--- src/sv/sbhe_pkg.sv ---
// Shared types, constants and hash helper functions for the selectable byte hash engine.
// Depends on nothing; used by sbhe_fold, selectable_byte_hash_engine and the testbench files.

package sbhe_pkg;

    localparam logic [31:0] CRC_INIT  = 32'hFFFF_FFFF;
    localparam logic [31:0] CRC_POLY  = 32'hEDB8_8320;
    localparam logic [63:0] DJB_INIT  = 64'd5381;
    localparam logic [63:0] FNV_INIT  = 64'hCBF2_9CE4_8422_2325;
    localparam int          CRC_STEPS = 8;

    typedef enum logic [1:0] {
        ALG_CRC32 = 2'd0,
        ALG_DJB2  = 2'd1,
        ALG_FNV1A = 2'd2
    } alg_t;

    typedef struct packed {
        logic [7:0] data_byte;
        logic       byte_present;
        logic       last_byte;
    } item_t;

    typedef struct packed {
        logic [63:0] hash;
        logic [63:0] digest;
    } fold_t;

    function automatic logic [63:0] init_value(input alg_t alg);
        logic [63:0] v;
        case (alg)
            ALG_CRC32: v = {32'd0, CRC_INIT};
            ALG_DJB2:  v = DJB_INIT;
            ALG_FNV1A: v = FNV_INIT;
            default:   v = 64'd0;
        endcase
        return v;
    endfunction

    function automatic logic [31:0] crc_byte(input logic [31:0] crc, input logic [7:0] b);
        logic [31:0] c;
        c = crc ^ {24'd0, b};
        for (int k = 0; k < CRC_STEPS; k++) begin
            c = (c >> 1) ^ (c[0] ? CRC_POLY : 32'd0);
        end
        return c;
    endfunction

    // Multiply by the FNV prime 2^40 + 0x1b3, modulo 2^64.
    function automatic logic [63:0] fnv_mul(input logic [63:0] x);
        return (x << 40) + (x << 8) + (x << 7) + (x << 5) + (x << 4) + (x << 1) + x;
    endfunction

endpackage

--- src/sv/sbhe_fold.sv ---
// Combinational fold of one item into the running hash, with digest and reload.
// Depends on sbhe_pkg.

module sbhe_fold
(
    input  logic [63:0]         hash,
    input  sbhe_pkg::alg_t      alg,
    input  sbhe_pkg::item_t     item,
    output sbhe_pkg::fold_t     result
);

    logic [63:0] folded;
    logic [63:0] updated;
    logic [63:0] digest;

    always_comb
    begin
        case (alg)
            sbhe_pkg::ALG_CRC32:
                folded = {32'd0, sbhe_pkg::crc_byte(hash[31:0], item.data_byte)};
            sbhe_pkg::ALG_DJB2:
                folded = (hash << 5) + hash + {56'd0, item.data_byte};
            sbhe_pkg::ALG_FNV1A:
                folded = sbhe_pkg::fnv_mul(hash ^ {56'd0, item.data_byte});
            default:
                folded = 64'd0;
        endcase
    end

    assign updated = item.byte_present ? folded : hash;

    always_comb
    begin
        case (alg)
            sbhe_pkg::ALG_CRC32: digest = {32'd0, ~updated[31:0]};
            sbhe_pkg::ALG_DJB2:  digest = updated;
            sbhe_pkg::ALG_FNV1A: digest = updated;
            default:             digest = 64'd0;
        endcase
    end

    assign result.digest = digest;
    assign result.hash   = item.last_byte ? sbhe_pkg::init_value(alg) : updated;

endmodule

--- src/sv/selectable_byte_hash_engine.sv ---
// Top level of the selectable byte hash engine: input register, running hash, result register.
// Depends on sbhe_pkg and sbhe_fold.
//
// Usage:
//   The input channel (in_valid, in_stall) carries one message byte per item with
//   byte_present and last_byte flags. An item with last_byte set ends the message and
//   produces one digest on the output channel (out_valid, out_stall); other items
//   produce nothing.
//   The configuration channel (cfg_valid, cfg_ready) writes the algorithm register:
//   0 CRC-32, 1 DJB2, 2 FNV-1a 64-bit. Each write reloads the running hash with the
//   initial value of the new algorithm. cfg_ready is always high; write only when idle.
//   Throughput: one item per cycle while in_stall is low, set by the combinational fold
//   between the input register and the running hash register.
//   Digest path: the last item's digest is computed from the input register and captured
//   in the result register, which drives the output.
//   Reset: the algorithm returns to CRC-32, the running hash to 0xFFFFFFFF, and both
//   channels empty.
//   Stall: a pending digest holds while out_stall is high; non-last items keep
//   flowing, and a last item waits in the input register, raising in_stall.

module selectable_byte_hash_engine
(
    input  logic        clk,
    input  logic        rst_n,

    input  logic        cfg_valid,
    output logic        cfg_ready,
    input  logic [1:0]  algorithm,

    input  logic        in_valid,
    output logic        in_stall,
    input  logic [7:0]  data_byte,
    input  logic        byte_present,
    input  logic        last_byte,

    output logic        out_valid,
    input  logic        out_stall,
    output logic [63:0] digest
);

    sbhe_pkg::alg_t  alg_reg;
    logic [63:0]     hash_reg;
    logic            s1_valid_reg;
    sbhe_pkg::item_t s1_item_reg;
    logic            out_valid_reg;
    logic [63:0]     digest_reg;

    sbhe_pkg::item_t in_item;
    sbhe_pkg::fold_t fold;
    logic            cfg_write;
    logic            in_accept;
    logic            s1_advance;
    logic            out_load;

    assign in_item.data_byte    = data_byte;
    assign in_item.byte_present = byte_present;
    assign in_item.last_byte    = last_byte;

    sbhe_fold u_fold
    (
        .hash   (hash_reg),
        .alg    (alg_reg),
        .item   (s1_item_reg),
        .result (fold)
    );

    assign cfg_ready  = 1'b1;
    assign cfg_write  = cfg_valid && cfg_ready;
    assign s1_advance = s1_valid_reg
                        && !(s1_item_reg.last_byte && out_valid_reg && out_stall);
    assign in_stall   = s1_valid_reg && !s1_advance;
    assign in_accept  = in_valid && !in_stall;
    assign out_load   = s1_advance && s1_item_reg.last_byte;

    always_ff @(posedge clk or negedge rst_n)
    begin
        if (!rst_n)
        begin
            alg_reg       <= sbhe_pkg::ALG_CRC32;
            hash_reg      <= sbhe_pkg::init_value(sbhe_pkg::ALG_CRC32);
            s1_valid_reg  <= 1'b0;
            out_valid_reg <= 1'b0;
        end
        else
        begin
            if (cfg_write)
            begin
                alg_reg  <= sbhe_pkg::alg_t'(algorithm);
                hash_reg <= sbhe_pkg::init_value(sbhe_pkg::alg_t'(algorithm));
            end
            else if (s1_advance)
            begin
                hash_reg <= fold.hash;
            end

            if (in_accept)
            begin
                s1_valid_reg <= 1'b1;
            end
            else if (s1_advance)
            begin
                s1_valid_reg <= 1'b0;
            end

            if (out_load)
            begin
                out_valid_reg <= 1'b1;
            end
            else if (!out_stall)
            begin
                out_valid_reg <= 1'b0;
            end
        end
    end

    always_ff @(posedge clk)
    begin
        if (in_accept)
        begin
            s1_item_reg <= in_item;
        end
        if (out_load)
        begin
            digest_reg <= fold.digest;
        end
    end

    assign out_valid = out_valid_reg;
    assign digest    = digest_reg;

    a_cfg_reload: assert property (@(posedge clk) disable iff (!rst_n)
        cfg_write |=> hash_reg == sbhe_pkg::init_value(alg_reg))
        else $error("running hash not reloaded after algorithm write");

    a_digest_source: assert property (@(posedge clk) disable iff (!rst_n)
        $rose(out_valid_reg) |-> $past(s1_valid_reg && s1_item_reg.last_byte))
        else $error("digest produced without a last item");

    a_stall_needs_item: assert property (@(posedge clk) disable iff (!rst_n)
        in_stall |-> s1_valid_reg && s1_item_reg.last_byte && out_valid_reg)
        else $error("input stalled without a blocked last item");

endmodule

--- config.mk ---
export PLATFORM = sky130hd
export DESIGN_NAME = selectable_byte_hash_engine
export DESIGN_NICKNAME = d
export VERILOG_FILES = /design/src/sv/sbhe_pkg.sv /design/src/sv/sbhe_fold.sv /design/src/sv/selectable_byte_hash_engine.sv
export SDC_FILE = /design/constraint.sdc
export NUM_CORES = 1
export LEC_CHECK = 0
export BUFFER_PORTS_ARGS = -buffer_cell sky130_fd_sc_hd__buf_2
export CORE_AREA = 2 2 277 279
export CTS_CLUSTER_DIAMETER = 200
export DETAILED_ROUTE_END_ITERATION = 10
export DIE_AREA = 0 0 279 281
export PLACE_DENSITY = 0.42
export SLEW_MARGIN = 20
export SYNTH_ARGS = -nofsm -noshare
export SYNTH_HDL_FRONTEND = slang
export SYNTH_SLANG_ARGS = --single-unit
--- constraint.sdc ---
create_clock -name clk -period 7.1 [get_ports clk]
set_input_delay 1.065 -clock clk [delete_from_list [all_inputs] [get_ports clk]]
set_output_delay 1.065 -clock clk [all_outputs]
set_load 0.02 [all_outputs]
==> flow_summary.json, run 1 <==
{
  "nets": 3151,
  "synth_edf_count": 74,
  "arrival_ns": 6.93,
  "drive_gt1_share_pct": 10.4,
  "cts_buffers": 17,
  "hold_violations": 0,
  "start_util_pct": 30.7,
  "grt_pass1_wl_um": 141000,
  "slew_viol_final": 0,
  "ys_seq_elements": 142,
  "die_area_um2": 78400,
  "netlist_area_um2": 23200,
  "hold_class": "in -> async",
  "area_delta_synth_final_pct": 9.58,
  "max-cap-violations": 0,
  "htree_num_levels": 4,
  "cts.path.max_buffers": 2,
  "place_ws_ns": 0.265,
  "place.gp.congestion": 0.949,
  "coreArea_um2": 75400,
  "cts.sink_count": 142,
  "placementRows": 101,
  "path_clk_slew_ns": 0.08,
  "ctsHoldBuffers": 0,
  "critPathKind": "reg -> reg",
  "grt_usage_pct": 24.4,
  "setup-tns-final_ns": 0,
  "dieHeight_um": 281,
  "vias": 20100,
  "drt_first_pass_iters": 7,
  "tightest_slew_ns": 1.07,
  "crit_path_start": "hash_reg[2]",
  "synth_warnings": 0,
  "fmax_ghz": 0.149,
  "finalClockSkew_ns": 0.0132,
  "wl_per_cell_um": 25.8,
  "grt_pass1_vias": 20900,
  "setup_viol": 0,
  "fill_cells": 7880,
  "yosysUniqueCellTypes": 107,
  "crit_fanout": 11,
  "fin_crit_ns": 6.70,
  "drt_iter0_markers": 2007,
  "ys_seq_area_share_pct": 17.1,
  "place.port_buffers": 82,
  "clkLatencyLatePin_ns": 0.48,
  "routed_wl_um": 94300,
  "syn_avg_cell_area_um2": 8.83,
  "ios": 84,
  "syn_nets": 3117,
  "root_buffer": "clkbuf_16",
  "die_w_um": 279,
  "r2r_start": "hash_reg[2]",
  "ant_nets": 0,
  "post-route-period-util_pct": 94.4,
  "endpoint_kind": "flip-flop",
  "status": "complete, no violations",
  "worst_setup_path_start_kind": "flip-flop",
  "gr-total-overflow": 0,
  "grt_max_degree": 53,
  "rsz0062_at_grt": "false",
  "max_slew_margin_pct": 28.0,
  "remaining_drc_errors": 0,
  "ys.flop_type": "edfxtp_1",
  "cts_tree": "built",
  "finalWorstSetupSlack_ns": 0.396,
  "synthArstFlopShare_pct": 47.9,
  "drt-vias-per-instance": 5.51,
  "synth_cells": 2627,
  "worstPathRequired_ns": 7.33,
  "antenna_found_initial": 1,
  "dpl.hpwl_um": 75700
}
[cells in the mapped netlist (14+ instances only)]
cell	count	share of area [%]
a211oi_1	25	0.81
a21o_1	72	2.3
a21oi_1	192	4.1
a222oi_1	20	0.86
a22oi_1	33	1.1
a31oi_1	28	0.76
and3_1	20	0.54
buf_2	14	0.30
clkbuf_1	96	1.6
dfrtp_1	36	3.9
dfstp_2	32	3.6
edfxtp_1	74	9.6
fa_1	243	21
ha_1	230	12
inv_1	431	7.0
mux2_2	16	0.78
nand2_1	167	2.7
nand2b_1	22	0.59
nand3_1	38	0.82
nand4_1	41	1.1
nor2_1	107	1.7
nor3_1	29	0.63
o21ai_0	150	3.2
o21ai_1	19	0.41
o21bai_1	20	0.65
o22ai_1	26	0.70
xnor2_1	124	4.7
xor2_1	54	2.0
[worst max-delay path: stages, from the launching register on]
cell	delay (ns)
dfstp_2	0.62
ha_1	0.45
xnor2_2	0.50
xnor2_1	0.27
inv_1	0.10
fa_1	0.48
inv_1	0.05
fa_1	0.47
inv_1	0.04
ha_1	0.27
ha_1	0.35
a21o_1	0.21
or3_1	0.36
o211ai_2	0.26
nand2_1	0.21
a21bo_2	0.27
xnor2_1	0.17
a222oi_1	0.26
nor2_1	0.09
a21oi_1	0.58
mux2_2	0.42
[metal layers]
layer	up-vias	global-route usage (%)	routed length, um
li1	9160	-	-
met1	10300	34.7	44100
met2	588	39.2	42900
met3	92	2.52	4810
met4	0	7.09	2520
met5	-	0	0
[path summary, 6_finish.rpt]
path,cells after the start,slack [ns],endpoint
max,20,0.40,digest[25]
min reg2reg,2,0.55,hash_reg[3]
min,1,0.49,out_valid
min in group clk,2,0.55,hash_reg[3]
max reg2reg,20,0.40,digest[25]
max in group asynchronous,2,5.38,hash_reg[33]
[timing repair]
item | 4_1_cts | 5_1_grt
gates resized for setup | 0 | 1
setup buffers | 0 | 0
hold endpoints to repair | 0 | 0
endpoints found under the setup margin | 0 | 7
[kinds of logic (layout without fill, tap and decap cells)]
group	count (synthesis)	after routing	share of synthesized area, %
AO/OA/AOI/OAI	741	741	21.4
buffers and inverters	559	606	9.18
AND/OR/NAND/NOR	498	498	10.5
adder cells (fa/ha/maj)	477	477	33.6
XOR/XNOR	181	181	6.98
flip-flops	142	142	17.1
multiplexers	28	28	1.32
other	1	2	0.0162
[through the flow]
step / instance area, um^2 / utilization, % / instances / hold WS, ns
5_1_grt: 25400 / 33.7 / 3652 / 0.488
3_3_place_gp: 24800 / 32.9 / 3620 / 0.527
6_report: 25400 / 33.7 / 3653 / 0.494
4_1_cts: 25400 / 33.7 / 3652 / 0.474
2_1_floorplan: 23200 / - / 2627 / 0.495
3_5_place_dp: 24800 / 32.9 / 3620 / 0.535
[cell usage in the layout, fill, tap and decap left out, types with 36 or more instances in the layout]
cell	Yosys	routed
edfxtp_1	74	74
dfrtp_1	36	36
nand3_1	38	38
nor2_1	107	106
a21oi_1	192	190
o21ai_0	150	149
xnor2_1	124	123
buf_4	1	59
inv_1	431	431
fa_1	243	243
nand4_1	41	41
xor2_1	54	54
buf_2	14	81
nand2_1	167	167
a21o_1	72	72
ha_1	230	228
[area by class of cell]
class,count,area [um^2],area share (%)
Clock inverter,14,146,0.576
Clock buffer,18,439,1.73
Timing Repair Buffer,141,868,3.42
Multi-Input combinational cell,1926,17100,67.5
Sequential cell,142,3960,15.6
Tap cell,978,1220,4.82
Inverter,433,1630,6.40
Antenna cell,1,2.50,0.00985
Power of run 1 is left out: the tool's default activity adds up to more than one toggle a clock period on the data nets, which glitch-free logic cannot reach.
==> run 2: changes to the inputs <==
--- a/config.mk
+++ b/config.mk
@@ -6,12 +6,14 @@
 export NUM_CORES = 1
 export LEC_CHECK = 0
 export BUFFER_PORTS_ARGS = -buffer_cell sky130_fd_sc_hd__buf_2
-export CORE_AREA = 2 2 277 279
+export CORE_AREA = 2 2 281 283
 export CTS_CLUSTER_DIAMETER = 200
 export DETAILED_ROUTE_END_ITERATION = 10
-export DIE_AREA = 0 0 279 281
+export DIE_AREA = 0 0 283 285
+export GPL_TIMING_DRIVEN = 0
 export PLACE_DENSITY = 0.42
 export SLEW_MARGIN = 20
 export SYNTH_ARGS = -nofsm -noshare
 export SYNTH_HDL_FRONTEND = slang
+export SYNTH_HIERARCHICAL = 1
 export SYNTH_SLANG_ARGS = --single-unit
==> run 2 against run 1 <==
Against the previous run: synthesized cell count increased by 3.0%; via count is 2.9% higher; clock skew increased by 0.0048 ns; first-iteration DRC count decreased by 8.1%; global-route usage is 0.086 points lower; non-clock buffer count is 110 higher; critical path type unchanged; largest cell class unchanged.
==> flow_summary.json, run 2 <==
{
  "netlist_area_um2": 23900,
  "drive_gt1_share_pct": 11.7,
  "dpl.hpwl_um": 81800,
  "cpMostUsedCell": "inv_1",
  "finalClockSkew_ns": 0.0180,
  "final_cell_mix": "inv_1 (457), fa_1 (249), ha_1 (233)",
  "ys_seq_area_share_pct": 16.6,
  "cts.sink_count": 142,
  "ys.flop_type": "edfxtp_1",
  "remaining_drc_errors": 0,
  "syn_avg_cell_area_um2": 8.81,
  "worstPathRequired_ns": 7.44,
  "status": "complete, no violations",
  "ios": 84,
  "grt_pass1_vias": 21200,
  "slowest_delay_ns": 0.75,
  "htree_num_levels": 4,
  "post-route-period-util_pct": 96.9,
  "place.gp.congestion": 0.929,
  "hold_violations": 0,
  "yosys.area.top_type": "fa_1",
  "synth_edf_count": 74,
  "arrival_ns": 7.22,
  "layout_commonest_cell": "inv_1",
  "endpoint_kind": "flip-flop",
  "grt_max_degree": 48,
  "synth_cells": 2707,
  "ant_nets": 0,
  "drt_iter0_markers": 1844,
  "cts_buffers": 17,
  "hold_class": "reg -> reg",
  "nets": 3349,
  "grt_usage_pct": 24.3,
  "synth.top_cell.area_share_pct": 20.9,
  "crit_slowest_cell": "dfstp_2",
  "setup_viol": 0,
  "synthArstFlopShare_pct": 47.9,
  "antenna_found_initial": 4,
  "yosysMostFrequentCell": "inv_1",
  "slew_viol_final": 0,
  "vias": 20700,
  "dp_cells": 3844,
  "max-cap-violations": 0,
  "fmax_ghz": 0.145,
  "whs_ns": 0.547,
  "regArea_um2": 3970,
  "layout.cells.non_filler": 3911,
  "fin_crit_ns": 6.88,
  "wl_per_cell_um": 25.3,
  "crit_fanout": 7,
  "grt_pass1_wl_um": 144000,
  "fill_cells": 8178,
  "routed_wl_um": 98900,
  "finalWorstSetupSlack_ns": 0.221,
  "ys_seq_elements": 142,
  "coreArea_um2": 78000,
  "place_ws_ns": -1.24,
  "worst_setup_path_start_kind": "flip-flop",
  "place.port_buffers": 82,
  "multi_input_area_um2": 17700,
  "tightest_slew_ns": 1.19,
  "dieHeight_um": 285,
  "yosysUniqueCellTypes": 96,
  "start_util_pct": 30.6,
  "root_buffer": "clkbuf_16",
  "clkLatencyLatePin_ns": 0.47,
  "die_area_um2": 80700,
  "critPathKind": "reg -> reg",
  "synth_common_cells": "inv_1 (463), fa_1 (249), ha_1 (236)",
  "cts.path.max_buffers": 2,
  "setup-tns-final_ns": 0,
  "synth_warnings": 6,
  "drt-vias-per-instance": 5.30,
  "cp_cell_sequence": "inv_1, fa_1, inv_1, fa_1, inv_1, fa_1, inv_1, ha_1, ha_1, clkbuf_1, nand4_1, or4_1, a211oi_2, o31ai_4, o21ai_1, a311oi_2, xnor2_1, a211oi_2, o21ai_1, inv_1, o21ai_0, mux2_2",
  "max_slew_margin_pct": 20.2,
  "area_delta_synth_final_pct": 12.4,
  "syn_nets": 3209,
  "cts_tree": "built",
  "placementRows": 103,
  "drt_first_pass_iters": 6,
  "gr-total-overflow": 0,
  "path_clk_slew_ns": 0.07,
  "die_w_um": 283,
  "synthTopCellsByArea": "fa_1 (21%), ha_1 (12%), edfxtp_1 (9.3%)"
}
[run 2: per-layer routing]
layer,share of wire (%),wire length (um),GRT usage (%),up-vias
met4,2.3,2240,6.33,0
met2,45,44200,38.5,624
met1,48,47700,35.8,10500
met3,4.8,4770,1.70,69
met5,0,0,0,-
li1,-,-,-,9559
[run 2: worst max-delay path: cells and delay by family, from the launching register on]
kind	cells	cell delay, ns
mux	1	0.28
simple gates	2	0.79
compound gates	7	1.64
flops	1	0.75
fa+ha+maj	5	2.18
xor+xnor	1	0.23
buf+inv	6	0.89
[run 2: layout make-up]
cell class / instances / share of cell area, %
sequential: 142 / 14.8
timing repair buffer: 122 / 3.13
multi-input combinational: 1969 / 66.2
antenna: 1 / 0.00933
inverter: 466 / 6.62
clock buffer: 19 / 1.61
buffer: 129 / 2.17
tap: 1050 / 4.90
clock inverter: 13 / 0.574
[run 2: path summary, 6_finish.rpt]
check                              from           end  slack, ns  cells after the start
setup / recovery           hash_reg[27]  hash_reg[62]       0.22                     22
hold / removal              hash_reg[0]   hash_reg[0]       0.55                      2
setup reg to reg           hash_reg[27]  hash_reg[62]       0.22                     22
hold reg to reg             hash_reg[0]   hash_reg[0]       0.55                      2
max in group asynchronous         rst_n  hash_reg[31]       5.95                      2
min in group asynchronous         rst_n   hash_reg[9]       0.78                      1
[run 2: cell families (layout without fill, tap and decap cells)]
kind of cell / Yosys count / count (layout) / synth area share, %
AOI/OAI and AO/OA: 718 / 718 / 19.9
xor gates and xnor gates: 177 / 177 / 6.64
adders and majority gates: 485 / 485 / 33.3
buffers and inverters: 596 / 749 / 9.77
DFF: 142 / 142 / 16.6
muxes: 80 / 80 / 3.61
other: 1 / 2 / 0.0157
and+or+nand+nor: 508 / 508 / 10.2
[run 2: per-stage QoR]
stage | area, um^2 | util (%)
after floorplan | 23900 | -
after global placement | 25600 | 32.8
after detailed placement | 25800 | 33.0
after CTS | 26400 | 33.9
after global routing | 26800 | 34.4
final | 26800 | 34.4
[run 2: timing repair]
action | 4_1_cts | 5_1_grt
resized for setup | 17 | 20
buffers inserted | 1 | 34
cloned | 0 | 0
hold buffers | 0 | 0
setup endpoints to repair | 72 | 21
pin swaps | 1 | 5
Power of run 2 is left out for the same reason.
